`config.mk`:
```
export PLATFORM = sky130hd
export DESIGN_NAME = elevator_nearest_call_controller
export DESIGN_NICKNAME = d
export VERILOG_FILES = /design/src/sv/encc_pkg.sv /design/src/sv/encc_ctrl.sv /design/src/sv/encc_datapath.sv /design/src/sv/elevator_nearest_call_controller.sv
export SDC_FILE = /design/constraint.sdc
export NUM_CORES = 1
export LEC_CHECK = 0
export BUFFER_PORTS_ARGS = -buffer_cell sky130_fd_sc_hd__buf_2
export CORE_AREA = 2 2 86 88
export CTS_CLUSTER_SIZE = 25
export DETAILED_ROUTE_END_ITERATION = 10
export DIE_AREA = 0 0 88 90
export PLACE_DENSITY = 0.89
export SLEW_MARGIN = 20
export SYNTH_ARGS = -nofsm -noshare
export SYNTH_HDL_FRONTEND = slang
export SYNTH_SLANG_ARGS = --single-unit
```
`constraint.sdc`:
```
create_clock -name i_clk -period 6.9 [get_ports i_clk]
set_clock_uncertainty 0.05 [all_clocks]
set_input_delay 0.69 -clock i_clk [delete_from_list [all_inputs] [get_ports i_clk]]
set_output_delay 0.69 -clock i_clk [all_outputs]
set_load 0.01 [all_outputs]
```
`src/sv/encc_pkg.sv`:
```
// Package for the nearest-call elevator controller: item types, codes and sizes.
// Used by encc_ctrl, encc_datapath and the top level elevator_nearest_call_controller.
// Depends on nothing else.
package encc_pkg;

    // Floors that the pending-call bitmap and the scan cover.
    localparam int FLOORS_MAX = 16;
    localparam int IDX_W      = $clog2(FLOORS_MAX);
    // Field widths fixed by the item format.
    localparam int FLOOR_W    = 5;
    localparam int ACTION_W   = 2;
    localparam int STATUS_W   = 2;

    // Action codes of an input item.
    localparam logic [ACTION_W-1:0] ACT_CALL = 2'd0;
    localparam logic [ACTION_W-1:0] ACT_DEST = 2'd1;
    localparam logic [ACTION_W-1:0] ACT_TICK = 2'd2;

    // Car status codes of a result item.
    localparam logic [STATUS_W-1:0] STAT_IDLE    = 2'd0;
    localparam logic [STATUS_W-1:0] STAT_MOVING  = 2'd1;
    localparam logic [STATUS_W-1:0] STAT_WAITING = 2'd2;

    // Register values after reset.
    localparam logic [FLOOR_W-1:0] FLOORS_RESET = 5'd8;
    localparam logic [FLOOR_W-1:0] FLOOR_BOTTOM = 5'd1;

    typedef struct packed {
        logic [ACTION_W-1:0] action;
        logic [FLOOR_W-1:0]  floor;
    } t_in_item;

    typedef struct packed {
        logic [FLOOR_W-1:0]  car_floor;
        logic [STATUS_W-1:0] car_status;
        logic                active_step;
        logic                arrived;
        logic                rejected;
        logic                dispatched;
    } t_out_item;

    // Commands from the controller to the datapath.
    typedef struct packed {
        logic load;
        logic scan_step;
        logic exec;
    } t_ctl_cmd;

    // Status from the datapath to the controller.
    typedef struct packed {
        logic scan_need;
        logic scan_last;
    } t_dp_status;

endpackage

```
`src/sv/encc_ctrl.sv`:
```
// Controller state machine of the nearest-call elevator controller.
// Sequences item load, the floor-by-floor call scan and the execute step.
// Depends on encc_pkg.
module encc_ctrl
    import encc_pkg::*;
(
    input  logic       i_clk,
    input  logic       i_rst_n,
    input  logic       start,
    output logic       busy,
    input  t_dp_status i_status,
    output t_ctl_cmd   o_cmd
);

    typedef enum logic [2:0] {
        ST_IDLE = 3'b001,
        ST_SCAN = 3'b010,
        ST_EXEC = 3'b100
    } t_state;

    t_state r_state;
    t_state n_state;

    // Next state and commands.
    always_comb begin
        n_state         = r_state;
        o_cmd           = '0;
        case (r_state)
            ST_IDLE: begin
                if (start) begin
                    o_cmd.load = 1'b1;
                    n_state    = i_status.scan_need ? ST_SCAN : ST_EXEC;
                end
            end
            ST_SCAN: begin
                o_cmd.scan_step = 1'b1;
                if (i_status.scan_last) begin
                    n_state = ST_EXEC;
                end
            end
            ST_EXEC: begin
                o_cmd.exec = 1'b1;
                n_state    = ST_IDLE;
            end
            default: begin
                n_state = ST_IDLE;
            end
        endcase
    end

    // State register.
    always_ff @(posedge i_clk) begin
        if (!i_rst_n) begin
            r_state <= ST_IDLE;
        end else begin
            r_state <= n_state;
        end
    end

    assign busy = (r_state != ST_IDLE);

endmodule

```
`src/sv/encc_datapath.sv`:
```
// Datapath of the nearest-call elevator controller: car state, pending-call bitmap,
// floor-count register, call scan registers and the result register.
// Depends on encc_pkg.
module encc_datapath
    import encc_pkg::*;
(
    input  logic               i_clk,
    input  logic               i_rst_n,
    input  logic               i_cfg_we,
    input  logic [FLOOR_W-1:0] i_cfg_wdata,
    input  t_in_item           i_item,
    input  t_ctl_cmd           i_cmd,
    output t_dp_status         o_status,
    output logic               o_done,
    output t_out_item          o_result
);

    // Architectural state.
    logic [FLOOR_W-1:0]    r_num_floors;
    logic [FLOOR_W-1:0]    r_cur;
    logic [FLOOR_W-1:0]    r_tgt;
    logic                  r_idle;
    logic                  r_waiting;
    logic [FLOORS_MAX-1:0] r_pend;
    // Item and scan registers.
    t_in_item              r_item;
    logic [IDX_W-1:0]      r_idx;
    logic                  r_found;
    logic [IDX_W-1:0]      r_best_idx;
    logic [FLOOR_W-1:0]    r_best_dist;
    // Result.
    logic                  r_done;
    t_out_item             r_res;

    logic [FLOOR_W-1:0]    n_cur;
    logic [FLOOR_W-1:0]    n_tgt;
    logic                  n_idle;
    logic                  n_waiting;
    logic [FLOORS_MAX-1:0] n_pend;
    t_out_item             n_res;

    logic [FLOOR_W-1:0]    floors_used;
    logic                  floor_valid;
    logic [IDX_W-1:0]      floor_idx;
    logic [FLOOR_W-1:0]    scan_floor;
    logic [FLOOR_W-1:0]    scan_dist;
    logic                  scan_take;
    logic                  tick_idle;
    logic [FLOOR_W-1:0]    tick_tgt;

    // Floor count limited to the range that the bitmap covers.
    always_comb begin
        floors_used = r_num_floors;
        if (r_num_floors == '0) begin
            floors_used = FLOOR_BOTTOM;
        end else if (r_num_floors > FLOOR_W'(FLOORS_MAX)) begin
            floors_used = FLOOR_W'(FLOORS_MAX);
        end
    end

    assign floor_valid = (r_item.floor != '0) && (r_item.floor <= floors_used);
    assign floor_idx   = IDX_W'(r_item.floor - FLOOR_BOTTOM);

    // A tick finding the car idle needs the nearest-call scan.
    assign o_status.scan_need = (i_item.action == ACT_TICK) && r_idle && !r_waiting;
    assign o_status.scan_last = (r_idx == IDX_W'(FLOORS_MAX - 1));

    // One floor of the scan: distance to the car and whether it beats the best so far.
    assign scan_floor = FLOOR_W'(r_idx) + FLOOR_BOTTOM;
    assign scan_dist  = (scan_floor > r_cur) ? (scan_floor - r_cur) : (r_cur - scan_floor);
    assign scan_take  = r_pend[r_idx] && (!r_found || (scan_dist < r_best_dist));

    // Execute step: update the car state and form the result.
    always_comb begin
        n_cur     = r_cur;
        n_tgt     = r_tgt;
        n_idle    = r_idle;
        n_waiting = r_waiting;
        n_pend    = r_pend;
        n_res     = '0;
        tick_idle = r_idle;
        tick_tgt  = r_tgt;
        case (r_item.action)
            ACT_CALL: begin
                if (floor_valid) begin
                    n_pend[floor_idx] = 1'b1;
                end else begin
                    n_res.rejected = 1'b1;
                end
            end
            ACT_DEST: begin
                if (!r_waiting) begin
                    n_res.rejected = 1'b1;
                end else if (r_item.floor == '0) begin
                    n_idle    = 1'b1;
                    n_waiting = 1'b0;
                end else if (!floor_valid) begin
                    n_idle         = 1'b1;
                    n_waiting      = 1'b0;
                    n_res.rejected = 1'b1;
                end else begin
                    n_tgt     = r_item.floor;
                    n_idle    = 1'b0;
                    n_waiting = 1'b0;
                end
            end
            ACT_TICK: begin
                // Dispatch the nearest call found by the scan.
                if (r_idle && !r_waiting && r_found) begin
                    n_pend[r_best_idx] = 1'b0;
                    tick_tgt           = FLOOR_W'(r_best_idx) + FLOOR_BOTTOM;
                    tick_idle          = 1'b0;
                    n_res.dispatched   = 1'b1;
                end
                n_tgt  = tick_tgt;
                n_idle = tick_idle;
                // Move one floor toward the target.
                if (!tick_idle && !r_waiting) begin
                    if (r_cur < tick_tgt) begin
                        n_cur = r_cur + FLOOR_BOTTOM;
                    end else if (r_cur > tick_tgt) begin
                        n_cur = r_cur - FLOOR_BOTTOM;
                    end
                    if (n_cur == tick_tgt) begin
                        n_waiting     = 1'b1;
                        n_res.arrived = 1'b1;
                    end
                    n_res.active_step = 1'b1;
                end
            end
            default: begin
                n_res.rejected = 1'b1;
            end
        endcase
        n_res.car_floor  = n_cur;
        n_res.car_status = n_waiting ? STAT_WAITING : (n_idle ? STAT_IDLE : STAT_MOVING);
    end

    // Control and architectural state.
    always_ff @(posedge i_clk) begin
        if (!i_rst_n) begin
            r_num_floors <= FLOORS_RESET;
            r_cur        <= FLOOR_BOTTOM;
            r_tgt        <= FLOOR_BOTTOM;
            r_idle       <= 1'b1;
            r_waiting    <= 1'b0;
            r_pend       <= '0;
            r_done       <= 1'b0;
        end else begin
            if (i_cfg_we) begin
                r_num_floors <= i_cfg_wdata;
            end
            if (i_cmd.exec) begin
                r_cur     <= n_cur;
                r_tgt     <= n_tgt;
                r_idle    <= n_idle;
                r_waiting <= n_waiting;
                r_pend    <= n_pend;
            end
            r_done <= i_cmd.exec;
        end
    end

    // Item, scan and result registers.
    always_ff @(posedge i_clk) begin
        if (i_cmd.load) begin
            r_item  <= i_item;
            r_idx   <= '0;
            r_found <= 1'b0;
        end else if (i_cmd.scan_step) begin
            r_idx <= r_idx + 1'b1;
            if (scan_take) begin
                r_found     <= 1'b1;
                r_best_idx  <= r_idx;
                r_best_dist <= scan_dist;
            end
        end
        if (i_cmd.exec) begin
            r_res <= n_res;
        end
    end

    assign o_done   = r_done;
    assign o_result = r_res;

`ifndef SYNTH
    // The car is never idle and waiting at once.
    a_flags_exclusive: assert property (@(posedge i_clk) disable iff (!i_rst_n)
        !(r_idle && r_waiting))
        else $error("car idle and waiting at the same time");

    // The car never moves more than one floor per transfer.
    a_one_floor_step: assert property (@(posedge i_clk) disable iff (!i_rst_n)
        $past(i_rst_n) && !$stable(r_cur) |->
            (r_cur == $past(r_cur) + FLOOR_BOTTOM) || (r_cur == $past(r_cur) - FLOOR_BOTTOM))
        else $error("car moved more than one floor");

    // A dispatch always sets the car moving on the same tick.
    a_dispatch_moves: assert property (@(posedge i_clk) disable iff (!i_rst_n)
        r_done && r_res.dispatched |-> r_res.active_step)
        else $error("dispatch without motion");

    // Arrival always leaves the car waiting for a destination.
    a_arrive_waits: assert property (@(posedge i_clk) disable iff (!i_rst_n)
        r_done && r_res.arrived |-> (r_res.car_status == STAT_WAITING) && r_waiting)
        else $error("arrival without waiting state");
`endif

endmodule

```
`src/sv/elevator_nearest_call_controller.sv`:
```
// Top level of the single-car nearest-call elevator controller.
// Instantiates encc_ctrl and encc_datapath; depends on encc_pkg.
//
// An item is taken when start is high and busy is low, and its one result appears on
// o_result with o_done high for exactly one cycle; the receiver cannot stall it, so it
// must take every result as it comes. A tick that finds the car idle goes through the
// nearest-call scan, one floor per cycle over all 16 bitmap floors, then the execute
// step, then the registered result. Any other item goes from the load straight to the
// execute step and its registered result. busy falls in the cycle that shows the
// result, so the next item can be taken in that cycle. The user must write num_floors
// via i_cfg_we and i_cfg_wdata only while no item is in progress; this is not enforced.
module elevator_nearest_call_controller
    import encc_pkg::*;
(
    input  logic               i_clk,
    input  logic               i_rst_n,
    input  logic               i_cfg_we,
    input  logic [FLOOR_W-1:0] i_cfg_wdata,
    input  logic               start,
    output logic               busy,
    input  t_in_item           i_item,
    output logic               o_done,
    output t_out_item          o_result
);

    t_ctl_cmd   cmd;
    t_dp_status status;

    // Sequencer.
    encc_ctrl u_ctrl (
        .i_clk    (i_clk),
        .i_rst_n  (i_rst_n),
        .start    (start),
        .busy     (busy),
        .i_status (status),
        .o_cmd    (cmd)
    );

    // Car state, call bitmap and scan.
    encc_datapath u_datapath (
        .i_clk       (i_clk),
        .i_rst_n     (i_rst_n),
        .i_cfg_we    (i_cfg_we),
        .i_cfg_wdata (i_cfg_wdata),
        .i_item      (i_item),
        .i_cmd       (cmd),
        .o_status    (status),
        .o_done      (o_done),
        .o_result    (o_result)
    );

endmodule
```
# Word-level counts from Yosys, hierarchy flattened

Index checks and enable logic that the tools add are counted.

Add/sub/neg operators: 8
$lt $le $gt $ge: 11
Equal/unequal tests: 16
Mux-type cells: 48
Bitwise operators: 4
Reduce and logical (&&, ||, !) cells: 25

Operators by type and width:

| operator            | number |
|---|---|
| $mux 5              | 14 |
| $mux 16             | 2 |
| $pmux 16 s2         | 1 |
| $mux 1              | 19 |
| $and 16x16->16      | 1 |
| $not 16->16         | 1 |
| $or 16x16->16       | 1 |
| $lt 4x5->1 const B  | 3 |
| $add 4x1->5 const B | 2 |
| $gt 5x5->1          | 2 |
| $logic_not 5->1     | 2 |
| $lt 5x5->1          | 2 |
| $pmux 5 s2          | 1 |
| $sub 5x5->5         | 2 |
| $logic_and 1x1->1   | 9 |
| $mux 3              | 3 |
| $demux 1 s4         | 2 |
| $ge 4x1->1 const B  | 2 |
| $ne 2x1->1 const B  | 4 |
| $ne 2x2->1 const B  | 3 |
| $pmux 3 s2          | 1 |
| $reduce_and 2->1    | 3 |
| $add 5x1->5 const B | 1 |
| $eq 5x5->1          | 1 |
| 25 further kinds    | 30 |

Bits in registers: 69
Output and inout port bits: 13

# Longest topological paths before layout

Gate-level depths: netlist of run 1.

Word-level depth: 14
Gate-level depth with buffers: 19
Depth with buffers taken out: 19

# Modules after synthesis

From an unflattened synthesis of run 1, not the netlist that was laid out.

Cell total of the unflattened synthesis: 433
Area total of the unflattened synthesis: 4331.7 µm²

Modules (own cells, without submodules):

| module        | times used | cells each | area an instance (µm²) | seq. area each (µm²) |
|---|---|---|---|---|
| encc_datapath | 1          | 420        | 4187.8                 | 1591.5 |
| encc_ctrl     | 1          | 13         | 143.9                  | 60.1 |

# Least setup slack after synthesis of run 1

No wires, ideal clock.

Kind: register to register
Start point: register u_datapath.r_cur[1]
End point: register u_datapath.r_best_dist[0], enable pin
Library setup time: 338 ps
Arrival time: 3444 ps
Data required time: 6512 ps
Path slack: 3069 ps
Stages on the path, launching flop included: 19
Buffers on the path: 1
Cells stage by stage: dfxtp_1 -> clkbuf_1 -> inv_1 -> ha_1 -> nor2b_1 -> o21ai_0 -> nand2b_1 -> a21o_1 -> a21oi_1 -> a31oi_1 -> mux2i_1 -> ha_1 -> a21boi_0 -> o21ai_0 -> nand2b_1 -> a21oi_1 -> nor2b_1 -> o21ai_0 -> and3_1

Longest elaborated chain between the ends: 6
Elaborated cells on any way between the ends: 8

Ends and longest elaborated chain:

| what                                      | line                 | RTL |
|---|---|---|
| from (decl)                               | encc_datapath.sv:20  | `logic [FLOOR_W-1:0] r_cur;` |
| from (signal assigned)                    | encc_datapath.sv:154 | `r_cur <= n_cur;` |
| $sub 5x5->5 or $gt 5x5->1 (tied branches) | encc_datapath.sv:70  | `assign scan_dist = (scan_floor > r_cur) ? (scan_floor - r_cur) : (r_cur - scan_floor);` |
| $mux 5 *                                  | encc_datapath.sv:70  |  |
| named net u_datapath.scan_dist[1]         | encc_datapath.sv:46  | `logic [FLOOR_W-1:0] scan_dist;` |
| $lt 5x5->1 *                              | encc_datapath.sv:71  | `assign scan_take = r_pend[r_idx] && (!r_found \|\| (scan_dist < r_best_dist));` |
| $logic_or 1x1->1 *                        | encc_datapath.sv:71  |  |
| $logic_and 1x1->1 *                       | encc_datapath.sv:71  |  |
| $reduce_and 3->1 (no line) *              | n/a                  |  |
| to (signal assigned)                      | encc_datapath.sv:175 | `r_best_dist <= scan_dist;` |
| to (decl)                                 | encc_datapath.sv:30  | `logic [FLOOR_W-1:0] r_best_dist;` |

The timed path passes the listed nets; every way through them passes the cells marked *.
A chain may end at the register's enable or synchronous reset.

# Worst setup path after layout of run 1

Start point: register u_datapath.r_idx[0]
End point: register u_datapath.r_best_dist[0], enable pin

Longest elaborated chain between the ends: 7
Elaborated cells on any way between the ends: 11

Ends and longest elaborated chain:

| what                               | line                 | RTL |
|---|---|---|
| from (decl)                        | encc_datapath.sv:27  | `logic [IDX_W-1:0] r_idx;` |
| from (signal assigned)             | encc_datapath.sv:171 | `r_idx <= r_idx + 1'b1;` |
| $add 4x1->5                        | encc_datapath.sv:69  | `assign scan_floor = FLOOR_W'(r_idx) + FLOOR_BOTTOM;` |
| named net u_datapath.scan_floor[2] | encc_datapath.sv:45  | `logic [FLOOR_W-1:0] scan_floor;` |
| $gt 5x5->1                         | encc_datapath.sv:70  |  |
| $mux 5                             | encc_datapath.sv:70  |  |
| named net u_datapath.scan_dist[1]  | encc_datapath.sv:46  |  |
| $lt 5x5->1                         | encc_datapath.sv:71  |  |
| $logic_or 1x1->1                   | encc_datapath.sv:71  |  |
| $logic_and 1x1->1                  | encc_datapath.sv:71  |  |
| $reduce_and 3->1 (no line)         | n/a                  |  |

The timed path passes the listed nets, and every way through them passes these cells. The select of a mux whose other input is x is not followed.

==> results.sh, run 1 <==
export IMPL_min_to="u_datapath.r_tgt[4]"
export IMPL_period_minus_slack_ns=4.60
export IMPL_fin_setup_tns_ns=0
export IMPL_globalplace_congestion=0.957
export IMPL_dpl_cell_count=580
export IMPL_drtAntennaViolNets=0
export IMPL_start_util_pct=63.4
export IMPL_hp_start="u_datapath.r_tgt[4]"
export IMPL_timing_final_ws_setup_ns=2.30
export IMPL_cp_start_kind="flop"
export IMPL_clockBufferDepth=2
export IMPL_total_power_uw=894
export IMPL_hold_class="flop to flop"
export IMPL_netlist_instances=469
export IMPL_path_buf_inv=1
export IMPL_clk_latency_ns=0.36
export IMPL_path_delay_family="compound AO/OA/AOI/OAI gates"
export IMPL_portBuffers=28
export IMPL_max_freq_mhz=218
export IMPL_ys_types=69
export IMPL_hold_viol=0
export IMPL_syn_area_per_cell_um2=9.48
export IMPL_stdcell_count=596
export IMPL_layout_drive_gt1_share_pct=14.1
export IMPL_cp_required_ns=6.86
export IMPL_grt_overflow=0
export IMPL_synth_top_flop_cell="dfxtp_1"
export IMPL_clockPowerShare_pct=42.4
export IMPL_slowest_stage="dfxtp_1"
export IMPL_core_area_um2=7020
export IMPL_p_int_uw=668
export IMPL_cts_tree="built"
export IMPL_rows=31
export IMPL_die_h_um=90
export IMPL_wl_um=11000
export IMPL_grt_pass1_vias=3659
export IMPL_outcome="finished clean"
export IMPL_ys_seq_elements=69
export IMPL_routed_via_density=6.48
export IMPL_ctsHtreeMaxLevel=3
export IMPL_finalSetupViolations=0
export IMPL_dp_hpwl_um=8130
export IMPL_post_cts_setup_buffer_count=0
export IMPL_final_common_cell="dfxtp_1"
export IMPL_final_area_um2=4860
export IMPL_cts_buffers=9
export IMPL_arrival_ns=4.56
export IMPL_clk_pin_slew_worst_paths_ns=0.08
export IMPL_yosysWarnings=0
export IMPL_n_antenna_cell=0
export IMPL_tightest_slew_ns=0.721
export IMPL_cp_end_kind="flop"
export IMPL_drtIter0Drc=313
export IMPL_ys_seq_area_share_pct=37.1
export IMPL_final_core_util_pct=69.2
export IMPL_finalCritPeriodShare_pct=66.6
export IMPL_syn_to_final_growth_pct=9.17
export IMPL_crit_chain="ha_1 -> xnor2_1 -> inv_1 -> ha_1 -> o21ai_0 -> nand2b_1 -> a21o_1 -> a21oi_1 -> a31oi_1 -> mux2i_1 -> ha_1 -> a21boi_0 -> o21ai_0 -> nand2b_1 -> a21oi_1 -> nor2b_1 -> o21ai_0 -> and3_1"
export IMPL_antenna_found_initial=0
export IMPL_r2r_end="u_datapath.r_best_dist[0]"
export IMPL_dieArea_um2=7920
export IMPL_reg2reg_from="u_datapath.r_idx[0]"
export IMPL_slew_headroom_pct=51.5
export IMPL_worst_r2r_path_depth=18
export IMPL_rrSetupSlack_ns=2.30
export IMPL_fp_dieW_um=88
export IMPL_cts_resized=0
export IMPL_fillCellCount=522
export IMPL_drv_cap=0
export IMPL_vdd_drop_max_uv=203
export IMPL_grt_setup_unrepaired="no"
export IMPL_grt_max_degree=27
export IMPL_maxSlewViolCount=0
export IMPL_synth_edf_count=27
export IMPL_nets=541
export IMPL_drt_pre_antenna_iters=5
export IMPL_power_frac_comb_pct=8.4
export IMPL_syn_num_nets=518
export IMPL_cts_root_buf="clkbuf_8"
export IMPL_p_per_area_nw_per_um2=184
export IMPL_final_cell_mix="dfxtp_1, nor2_1, nand2_1"
export IMPL_switching_share_pct=25.2
export IMPL_clock_sinks=69
export IMPL_vias=3864
export IMPL_dp_slack_ns=2.36
export IMPL_slowest_delay_ns=0.62
export IMPL_async_flop_share_pct=0
export IMPL_crit_fanout=10
export IMPL_criticalPathCategory="flop to flop"
export IMPL_route_detailed_drc=0
export IMPL_hold_depth=2
export IMPL_p_switching_uw=226
export IMPL_globalRouteTotalUtil_pct=29.3
export IMPL_syn_area_um2=4450
export IMPL_routedWlPerCell_um=18.5
export IMPL_grt_pass1_wl_um=18100
export IMPL_io_pins=29
export IMPL_p_leak_nw=1.98
export IMPL_seqPwrFrac_pct=49.2
export IMPL_postCtsHoldBufs=0
export IMPL_hold_worst_slack_ns=0.414
export IMPL_place_area_um2=4630
==> worst max-delay path by stage <==
stage                     cells past startpoint                start                         to
after CTS                                    18  u_datapath.r_idx[0]   u_datapath.r_best_idx[3]
after floorplan                              18  u_datapath.r_cur[1]  u_datapath.r_best_dist[0]
after global placement                       18  u_datapath.r_idx[0]   u_datapath.r_best_idx[1]
final                                        18  u_datapath.r_idx[0]  u_datapath.r_best_dist[0]
after detailed placement                     18  u_datapath.r_idx[0]   u_datapath.r_best_idx[3]
after global routing                         18  u_datapath.r_idx[0]  u_datapath.r_best_dist[2]
==> synthesized netlist by cell type (3+ instances only) <==
cell type / n / area share (%)
o21ai_1: 3 / 0.34
dfxtp_1: 42 / 19
xnor2_1: 13 / 2.6
o211ai_1: 3 / 0.51
a21oi_1: 20 / 2.3
a211o_1: 4 / 0.79
o31ai_1: 3 / 0.51
o221a_2: 8 / 2.0
and3_1: 11 / 1.5
nand4_1: 11 / 1.5
nor2b_1: 7 / 0.98
nand2b_1: 8 / 1.1
a21o_1: 5 / 0.84
o21bai_1: 4 / 0.68
inv_1: 34 / 2.9
a31oi_1: 4 / 0.56
mux2i_1: 13 / 2.9
o311ai_0: 4 / 0.79
o311a_1: 5 / 1.1
nand3b_1: 5 / 0.84
mux4_2: 5 / 2.5
edfxtp_1: 27 / 18
a31o_2: 3 / 0.59
nor2_1: 39 / 3.3
clkbuf_1: 12 / 1.0
and2_1: 4 / 0.56
or3_1: 6 / 0.84
nor3_1: 9 / 1.0
o21a_1: 4 / 0.68
o21ai_0: 18 / 2.0
xor2_1: 4 / 0.79
nand2_1: 38 / 3.2
ha_1: 31 / 8.7
nand3_1: 16 / 1.8
==> metal layers <==
| layer | global-route usage (%) | vias to the layer above | wire length [µm] |
|---|---|---|---|
| li1 | - | 1789 | - |
| met3 | 5.97 | 41 | 699 |
| met4 | 14.2 | 0 | 419 |
| met2 | 46.3 | 193 | 5300 |
| met1 | 37.9 | 1841 | 4610 |
| met5 | 0 | - | 0 |
==> kinds of logic (layout without fill, tap and decap cells) <==
logic type / after synthesis / in the layout / share of synthesized area [%]
buffers and inverters: 51 / 79 / 4.70
adders and majority gates: 33 / 33 / 9.62
xor gates and xnor gates: 18 / 18 / 3.97
AOI/OAI and AO/OA: 113 / 113 / 19.6
and+or+nand+nor: 166 / 166 / 19.0
muxes: 19 / 19 / 5.96
DFF: 69 / 69 / 37.1
==> state kept, by name, indices dropped and copies added (netlist names) <==
signal	flops
u_datapath.r_waiting	1
u_datapath.r_item	7
u_datapath.r_found	1
u_datapath.r_tgt	5
u_datapath.r_cur	5
u_datapath.r_idle	1
u_datapath.r_best_dist	5
u_datapath.o_done	1
u_datapath.r_num_floors	5
u_datapath.r_pend	16
u_datapath.r_best_idx	4
u_datapath.o_result	11
u_datapath.r_idx	4
u_ctrl.r_state	3
==> power groups by stage <==
stage / Sequential (mW) / Clock [mW] / Combinational [mW]
finish: 0.440 / 0.379 / 0.0751
global route: 0.441 / 0.398 / 0.0830
CTS: 0.440 / 0.379 / 0.0739
detailed placement: 0.449 / 0 / 0.0734
global placement: 0.448 / 0 / 0.0696
floorplan: 0.446 / 0 / 0.0540
==> worst register-to-register path: stages (launching register included) <==
cell      delay (ns)
dfxtp_1         0.62
ha_1            0.30
xnor2_1         0.18
inv_1           0.07
ha_1            0.38
o21ai_0         0.15
nand2b_1        0.12
a21o_1          0.12
a21oi_1         0.06
a31oi_1         0.48
mux2i_1         0.34
ha_1            0.27
a21boi_0        0.12
o21ai_0         0.16
nand2b_1        0.08
a21oi_1         0.14
nor2b_1         0.05
o21ai_0         0.12
and3_1          0.44
==> layout make-up <==
type	count	area, µm²	share of cell area, %
Inverter	35	131	2.71
Tap cell	99	124	2.55
Multi-Input combinational cell	349	2590	53.3
Clock buffer	10	128	2.63
Timing Repair Buffer	28	140	2.89
Sequential cell	69	1650	34.0
Clock inverter	6	93.8	1.93
(Power assumes the default switching activity.)
==> inputs of run 2 (changes only) <==
--- a/config.mk
+++ b/config.mk
@@ -6,11 +6,11 @@
 export NUM_CORES = 1
 export LEC_CHECK = 0
 export BUFFER_PORTS_ARGS = -buffer_cell sky130_fd_sc_hd__buf_2
-export CORE_AREA = 2 2 86 88
+export CORE_AREA = 2 2 93 95
 export CTS_CLUSTER_SIZE = 25
 export DETAILED_ROUTE_END_ITERATION = 10
-export DIE_AREA = 0 0 88 90
-export PLACE_DENSITY = 0.89
+export DIE_AREA = 0 0 95 97
+export PLACE_DENSITY = 0.82
 export SLEW_MARGIN = 20
 export SYNTH_ARGS = -nofsm -noshare
 export SYNTH_HDL_FRONTEND = slang
==> constraint.sdc (replaced) <==
create_clock -name i_clk -period 4.2 [get_ports i_clk]
set_clock_uncertainty 0.05 [all_clocks]
set_input_delay 0.42 -clock i_clk [delete_from_list [all_inputs] [get_ports i_clk]]
set_output_delay 0.42 -clock i_clk [all_outputs]
set_load 0.01 [all_outputs]
==> run 2 against run 1 <==
  * Sequential share of layout area shrank 0.44 points
  * Critical endpoint is now u_datapath.r_best_idx[2]
  * Largest cell class unchanged
  * Register-to-register slack got worse by 1.9 ns
  * Critical path type unchanged
  * Hold slack worse by 0.23 ns
  * Clock power is 42% higher
  * Final cell count increased by 2.9%
  * Via count is 1.5% lower
  * Utilization is 8.6 points lower
  * Cell area grew 1.4%
==> results.sh, run 2 (same netlist as run 1, synthesis figures left out) <==
export IMPL_clk_pin_slew_worst_paths_ns=0.08
export IMPL_hp_start="i_item[4]"
export IMPL_final_area_um2=4920
export IMPL_dieArea_um2=9220
export IMPL_drt_pre_antenna_iters=7
export IMPL_fillCellCount=663
export IMPL_cts_buffers=9
export IMPL_portBuffers=28
export IMPL_globalplace_congestion=0.961
export IMPL_cp_start_kind="flop"
export IMPL_finalCritPeriodShare_pct=91.4
export IMPL_fp_dieW_um=95
export IMPL_crit_fanout=9
export IMPL_multi_input_area_um2=2590
export IMPL_cp_end_kind="flop"
export IMPL_drtIter0Drc=347
export IMPL_maxSlewViolCount=0
export IMPL_syn_to_final_growth_pct=10.7
export IMPL_path_delay_family="compound AO/OA/AOI/OAI gates"
export IMPL_period_minus_slack_ns=3.84
export IMPL_grt_pass1_vias=3714
export IMPL_nets=552
export IMPL_n_antenna_cell=0
export IMPL_antenna_found_initial=0
export IMPL_drtAntennaViolNets=0
export IMPL_max_freq_mhz=261
export IMPL_slew_headroom_pct=34.9
export IMPL_criticalPathCategory="flop to flop"
export IMPL_met1_usage_pct=33.6
export IMPL_clk_latency_ns=0.36
export IMPL_clockBufferDepth=2
export IMPL_p_leak_nw=2.01
export IMPL_largest_reg_flops=16
export IMPL_postCtsHoldBufs=0
export IMPL_slowest_delay_ns=0.43
export IMPL_grt_pass1_wl_um=18200
export IMPL_grt_setup_unrepaired="no"
export IMPL_cts_root_buf="clkbuf_8"
export IMPL_start_util_pct=54.7
export IMPL_final_common_cell="dfxtp_1"
export IMPL_slowest_stage="dfxtp_2"
export IMPL_largest_register="u_datapath.r_pend"
export IMPL_dp_hpwl_um=8080
export IMPL_vdd_drop_max_uv=147
export IMPL_regArea_um2=1650
export IMPL_reg2reg_from="u_datapath.r_idx[1]"
export IMPL_route_detailed_drc=0
export IMPL_tightest_slew_ns=0.967
export IMPL_core_area_um2=8130
export IMPL_arrival_ns=3.84
export IMPL_wl_um=11100
export IMPL_fin_setup_tns_ns=0
export IMPL_final_cell_mix="dfxtp_1, nor2_1, nand2_1"
export IMPL_p_per_area_nw_per_um2=282
export IMPL_timing_critical_path_from="u_datapath.r_idx[1]"
export IMPL_crit_chain="ha_1 -> xnor2_1 -> inv_1 -> ha_1 -> o21ai_0 -> nand2b_1 -> a21o_1 -> a21oi_1 -> a31oi_2 -> mux2i_1 -> ha_1 -> a21boi_0 -> o21ai_0 -> nand2b_1 -> a21oi_1 -> nor2b_1 -> o21ai_0 -> and3_2"
export IMPL_die_h_um=97
export IMPL_grt_overflow=0
export IMPL_grt_busiest_layer="met2"
export IMPL_cts_tree="built"
export IMPL_gr_usage_met2_pct=39.7
export IMPL_grt_util_met3_pct=5.14
export IMPL_vias=3806
export IMPL_layout_drive_gt1_share_pct=16.1
export IMPL_globalRouteTotalUtil_pct=25.2
export IMPL_io_pins=29
export IMPL_hold_class="primary input to flop"
export IMPL_finalSetupViolations=0
export IMPL_place_area_um2=4720
export IMPL_ctsHtreeMaxLevel=3
export IMPL_clock_sinks=69
export IMPL_cp_required_ns=4.21
export IMPL_path_buf_inv=1
export IMPL_routedWlPerCell_um=18.0
export IMPL_grt_max_degree=27
export IMPL_hold_viol=0
export IMPL_drv_cap=0
export IMPL_outcome="finished clean"
export IMPL_rows=33
export IMPL_routed_via_density=6.21
## run 2: cell count changes in the layout (fill, tap and decap cells not counted), sizes merged
cell	delta
buf	+11
clkinv	+3
inv	-2
bufinv	-1
## run 2: worst register-to-register path: stages (launching register included)
cell and delay, ns:
dfxtp_2 0.43, ha_1 0.24, xnor2_1 0.16, inv_1 0.07
ha_1 0.38, o21ai_0 0.12, nand2b_1 0.11, a21o_1 0.13
a21oi_1 0.07, a31oi_2 0.24, mux2i_1 0.27, ha_1 0.26
a21boi_0 0.12, o21ai_0 0.15, nand2b_1 0.07, a21oi_1 0.15
nor2b_1 0.06, o21ai_0 0.12, and3_2 0.33
## run 2: timing repair
action	4_1_cts	5_1_grt
setup buffers	0	0
setup endpoints to repair	0	9
resized for setup	0	3
## run 2: routing by layer
metal  part of all wire, %  wire (µm)
met4                   1.6        175
met2                    49       5400
met3                   6.3        702
met1                    43       4790
met5                     0          0
## run 2: cell type report
cell class / instances / share of cell area [%]
Inverter: 35 / 2.67
Tap cell: 105 / 2.67
Clock inverter: 6 / 1.27
Clock buffer: 10 / 2.59
Sequential cell: 69 / 33.6
Multi-Input combinational cell: 349 / 52.7
Timing Repair Buffer: 39 / 4.52
## run 2: report_power, final
group          switching [mW]  internal [mW]  leakage [nW]  total, mW
combinational          0.0758         0.0510          1.33      0.127
clock                   0.267          0.273        0.0920      0.540
sequential             0.0132          0.708         0.594      0.721
total                   0.356           1.03          2.01       1.39
## run 2: through the flow
stage	power (mW)	util, %	instances	hold slack (ns)	setup WS [ns]
finish	1.39	60.5	613	0.181	0.363
global route	1.44	60.5	613	0.178	0.0193
CTS	1.39	60.4	613	0.175	0.0134
detailed placement	0.860	58.1	597	0.408	0.0499
global placement	0.854	58.1	597	0.397	0.220
floorplan	0.821	-	469	0.382	0.369
## run 2: final timing paths
kind / end / slack (ns) / cells past startpoint
worst min-delay path: u_datapath.r_item[4] / 0.18 / 1
worst max register to register: u_datapath.r_best_idx[2] / 0.36 / 18
worst max-delay path: u_datapath.r_best_idx[2] / 0.36 / 18
worst min register to register: u_datapath.r_tgt[4] / 0.42 / 2
==> inputs of run 3 (changes only) <==
--- a/config.mk
+++ b/config.mk
@@ -5,11 +5,12 @@
 export SDC_FILE = /design/constraint.sdc
 export NUM_CORES = 1
 export LEC_CHECK = 0
-export BUFFER_PORTS_ARGS = -buffer_cell sky130_fd_sc_hd__buf_2
+export BUFFER_PORTS_ARGS = -buffer_cell sky130_fd_sc_hd__clkbuf_2
 export CORE_AREA = 2 2 93 95
 export CTS_CLUSTER_SIZE = 25
 export DETAILED_ROUTE_END_ITERATION = 10
 export DIE_AREA = 0 0 95 97
+export GPL_TIMING_DRIVEN = 0
 export PLACE_DENSITY = 0.82
 export SLEW_MARGIN = 20
 export SYNTH_ARGS = -nofsm -noshare
==> run 3 against run 2 <==
  * Die area is the same
  * Clock power fell by 11%
  * Non-clock buffer count rose by 6
  * Register-to-register slack lost 0.12 ns
  * Largest power group unchanged
  * Combinational power up 3%
==> results.sh, run 3 (same netlist as run 1, synthesis figures left out) <==
export IMPL_outcome="finished clean"
export IMPL_dieArea_um2=9220
export IMPL_clk_latency_ns=0.36
export IMPL_grt_max_degree=17
export IMPL_vias=3889
export IMPL_multi_input_area_um2=2620
export IMPL_globalplace_congestion=0.993
export IMPL_layout_drive_gt1_share_pct=16.1
export IMPL_io_pins=29
export IMPL_fillCellCount=650
export IMPL_wl_um=11100
export IMPL_dp_hpwl_um=8000
export IMPL_max_freq_mhz=253
export IMPL_syn_to_final_growth_pct=11.1
export IMPL_p_leak_nw=2.00
export IMPL_clk_pin_slew_worst_paths_ns=0.07
export IMPL_drv_cap=0
export IMPL_routedWlPerCell_um=18.0
export IMPL_cp_required_ns=4.20
export IMPL_routed_via_density=6.28
export IMPL_arrival_ns=3.96
export IMPL_met3_length_um=790
export IMPL_period_minus_slack_ns=3.96
export IMPL_wl_met1_um=4660
export IMPL_finalCritPeriodShare_pct=94.3
export IMPL_postCtsHoldBufs=0
export IMPL_clock_sinks=69
export IMPL_largest_reg_flops=16
export IMPL_die_h_um=97
export IMPL_hold_class="primary input to flop"
export IMPL_start_util_pct=54.7
export IMPL_top_layer="met4"
export IMPL_dpl_cell_count=600
export IMPL_cts_buffers=9
export IMPL_stdcell_count=619
export IMPL_dp_slack_ns=-0.476
export IMPL_drt_pre_antenna_iters=7
export IMPL_crit_fanout=10
export IMPL_cts_root_buf="clkbuf_8"
export IMPL_rows=33
export IMPL_largest_register="u_datapath.r_pend"
export IMPL_ctsHtreeMaxLevel=3
export IMPL_grt_pass1_wl_um=17900
export IMPL_grt_overflow=0
export IMPL_nets=558
export IMPL_p_per_area_nw_per_um2=270
export IMPL_cp_end_kind="flop"
export IMPL_core_area_um2=8130
export IMPL_slew_headroom_pct=46.5
export IMPL_timing_final_ws_setup_ns=0.240
export IMPL_drtIter0Drc=290
export IMPL_hold_viol=0
export IMPL_clockBufferDepth=2
export IMPL_tightest_slew_ns=0.794
export IMPL_maxSlewViolCount=0
export IMPL_antenna_found_initial=0
export IMPL_final_cell_mix="dfxtp_1, nor2_1, nand2_1"
export IMPL_n_antenna_cell=0
export IMPL_drtAntennaViolNets=0
export IMPL_route_detailed_drc=0
export IMPL_vdd_drop_max_uv=157
export IMPL_finalSetupViolations=0
export IMPL_fp_dieW_um=95
export IMPL_portBuffers=26
export IMPL_final_common_cell="dfxtp_1"
export IMPL_grt_pass1_vias=3634
export IMPL_criticalPathCategory="flop to flop"
export IMPL_wl_met2_um=5370
export IMPL_cts_tree="built"
export IMPL_regArea_um2=1650
export IMPL_globalRouteTotalUtil_pct=24.7
export IMPL_cp_start_kind="flop"
-- run 3: changes by cell type in the layout (fill, tap and decap cells not counted), sizes merged --
| cell | delta |
|---|---|
| buf | -31 |
| bufinv | -1 |
| clkbuf | +37 |
| clkinvlp | +1 |
| clkinv | +1 |
| inv | -1 |
-- run 3: critical path, cell delays in order (launching register included) --
cell and delay [ns]:
dfxtp_2 0.45, buf_4 0.22, clkinvlp_4 0.16, ha_1 0.38, nor2b_1 0.15, o21ai_0 0.17
nand2b_1 0.11, a21o_1 0.20, a21oi_2 0.18, a31oi_4 0.08, mux2i_1 0.23, ha_1 0.26
a21boi_0 0.12, o21ai_0 0.15, nand2b_1 0.08, a21oi_1 0.16, nor2b_1 0.07, o21ai_1 0.15
and3_4 0.29
-- run 3: timing repair --
item,CTS,global route
hold endpoints to repair,0,0
resized for setup,6,9
pin swaps,0,1
setup endpoints to repair,9,9
setup buffers,0,3
-- run 3: metrics by stage --
stage | instance area [µm²] | TNS (ns) | utilization [%] | hold WS (ns) | power (mW)
after floorplan | 4450 | 0 | - | 0.382 | 0.821
after global placement | 4710 | -3.60 | 57.9 | 0.390 | 0.855
after detailed placement | 4710 | -4.28 | 57.9 | 0.415 | 0.862
after CTS | 4890 | 0 | 60.1 | 0.174 | 1.34
after global routing | 4940 | -0.353 | 60.7 | 0.173 | 1.39
final | 4940 | 0 | 60.7 | 0.184 | 1.33
-- run 3: final cells by class --
type                            count  share of cell area, %
Buffer                             16                   1.67
Clock buffer                       10                   2.58
Clock inverter                      6                  0.785
Inverter                           35                   2.73
Multi-Input combinational cell    349                   53.0
Sequential cell                    69                   33.5
Tap cell                          105                   2.66
Timing Repair Buffer               29                   3.09
-- run 3: where the power goes --
part           leakage, nW  internal [mW]  switching [mW]
combinational         1.33         0.0520          0.0788
clock               0.0841          0.213           0.266
sequential           0.594          0.708          0.0141
total                 2.00          0.973           0.359
-- run 3: final timing paths --
| check | start | to | depth (start not counted) | slack (ns) |
|---|---|---|---|---|
| min | i_item[4] | u_datapath.r_item[4] | 1 | 0.18 |
| min reg2reg | u_datapath.r_tgt[4] | u_datapath.r_tgt[4] | 2 | 0.43 |
| max reg2reg | u_datapath.r_cur[1] | u_datapath.r_best_idx[3] | 18 | 0.24 |
| max | u_datapath.r_cur[1] | u_datapath.r_best_idx[3] | 18 | 0.24 |
-- run 3: routing by layer --
metal,GRT usage (%),vias up
met2,39.2,181
met5,0,-
met1,33.2,1855
li1,-,1816
met4,10.4,0
met3,4.05,37
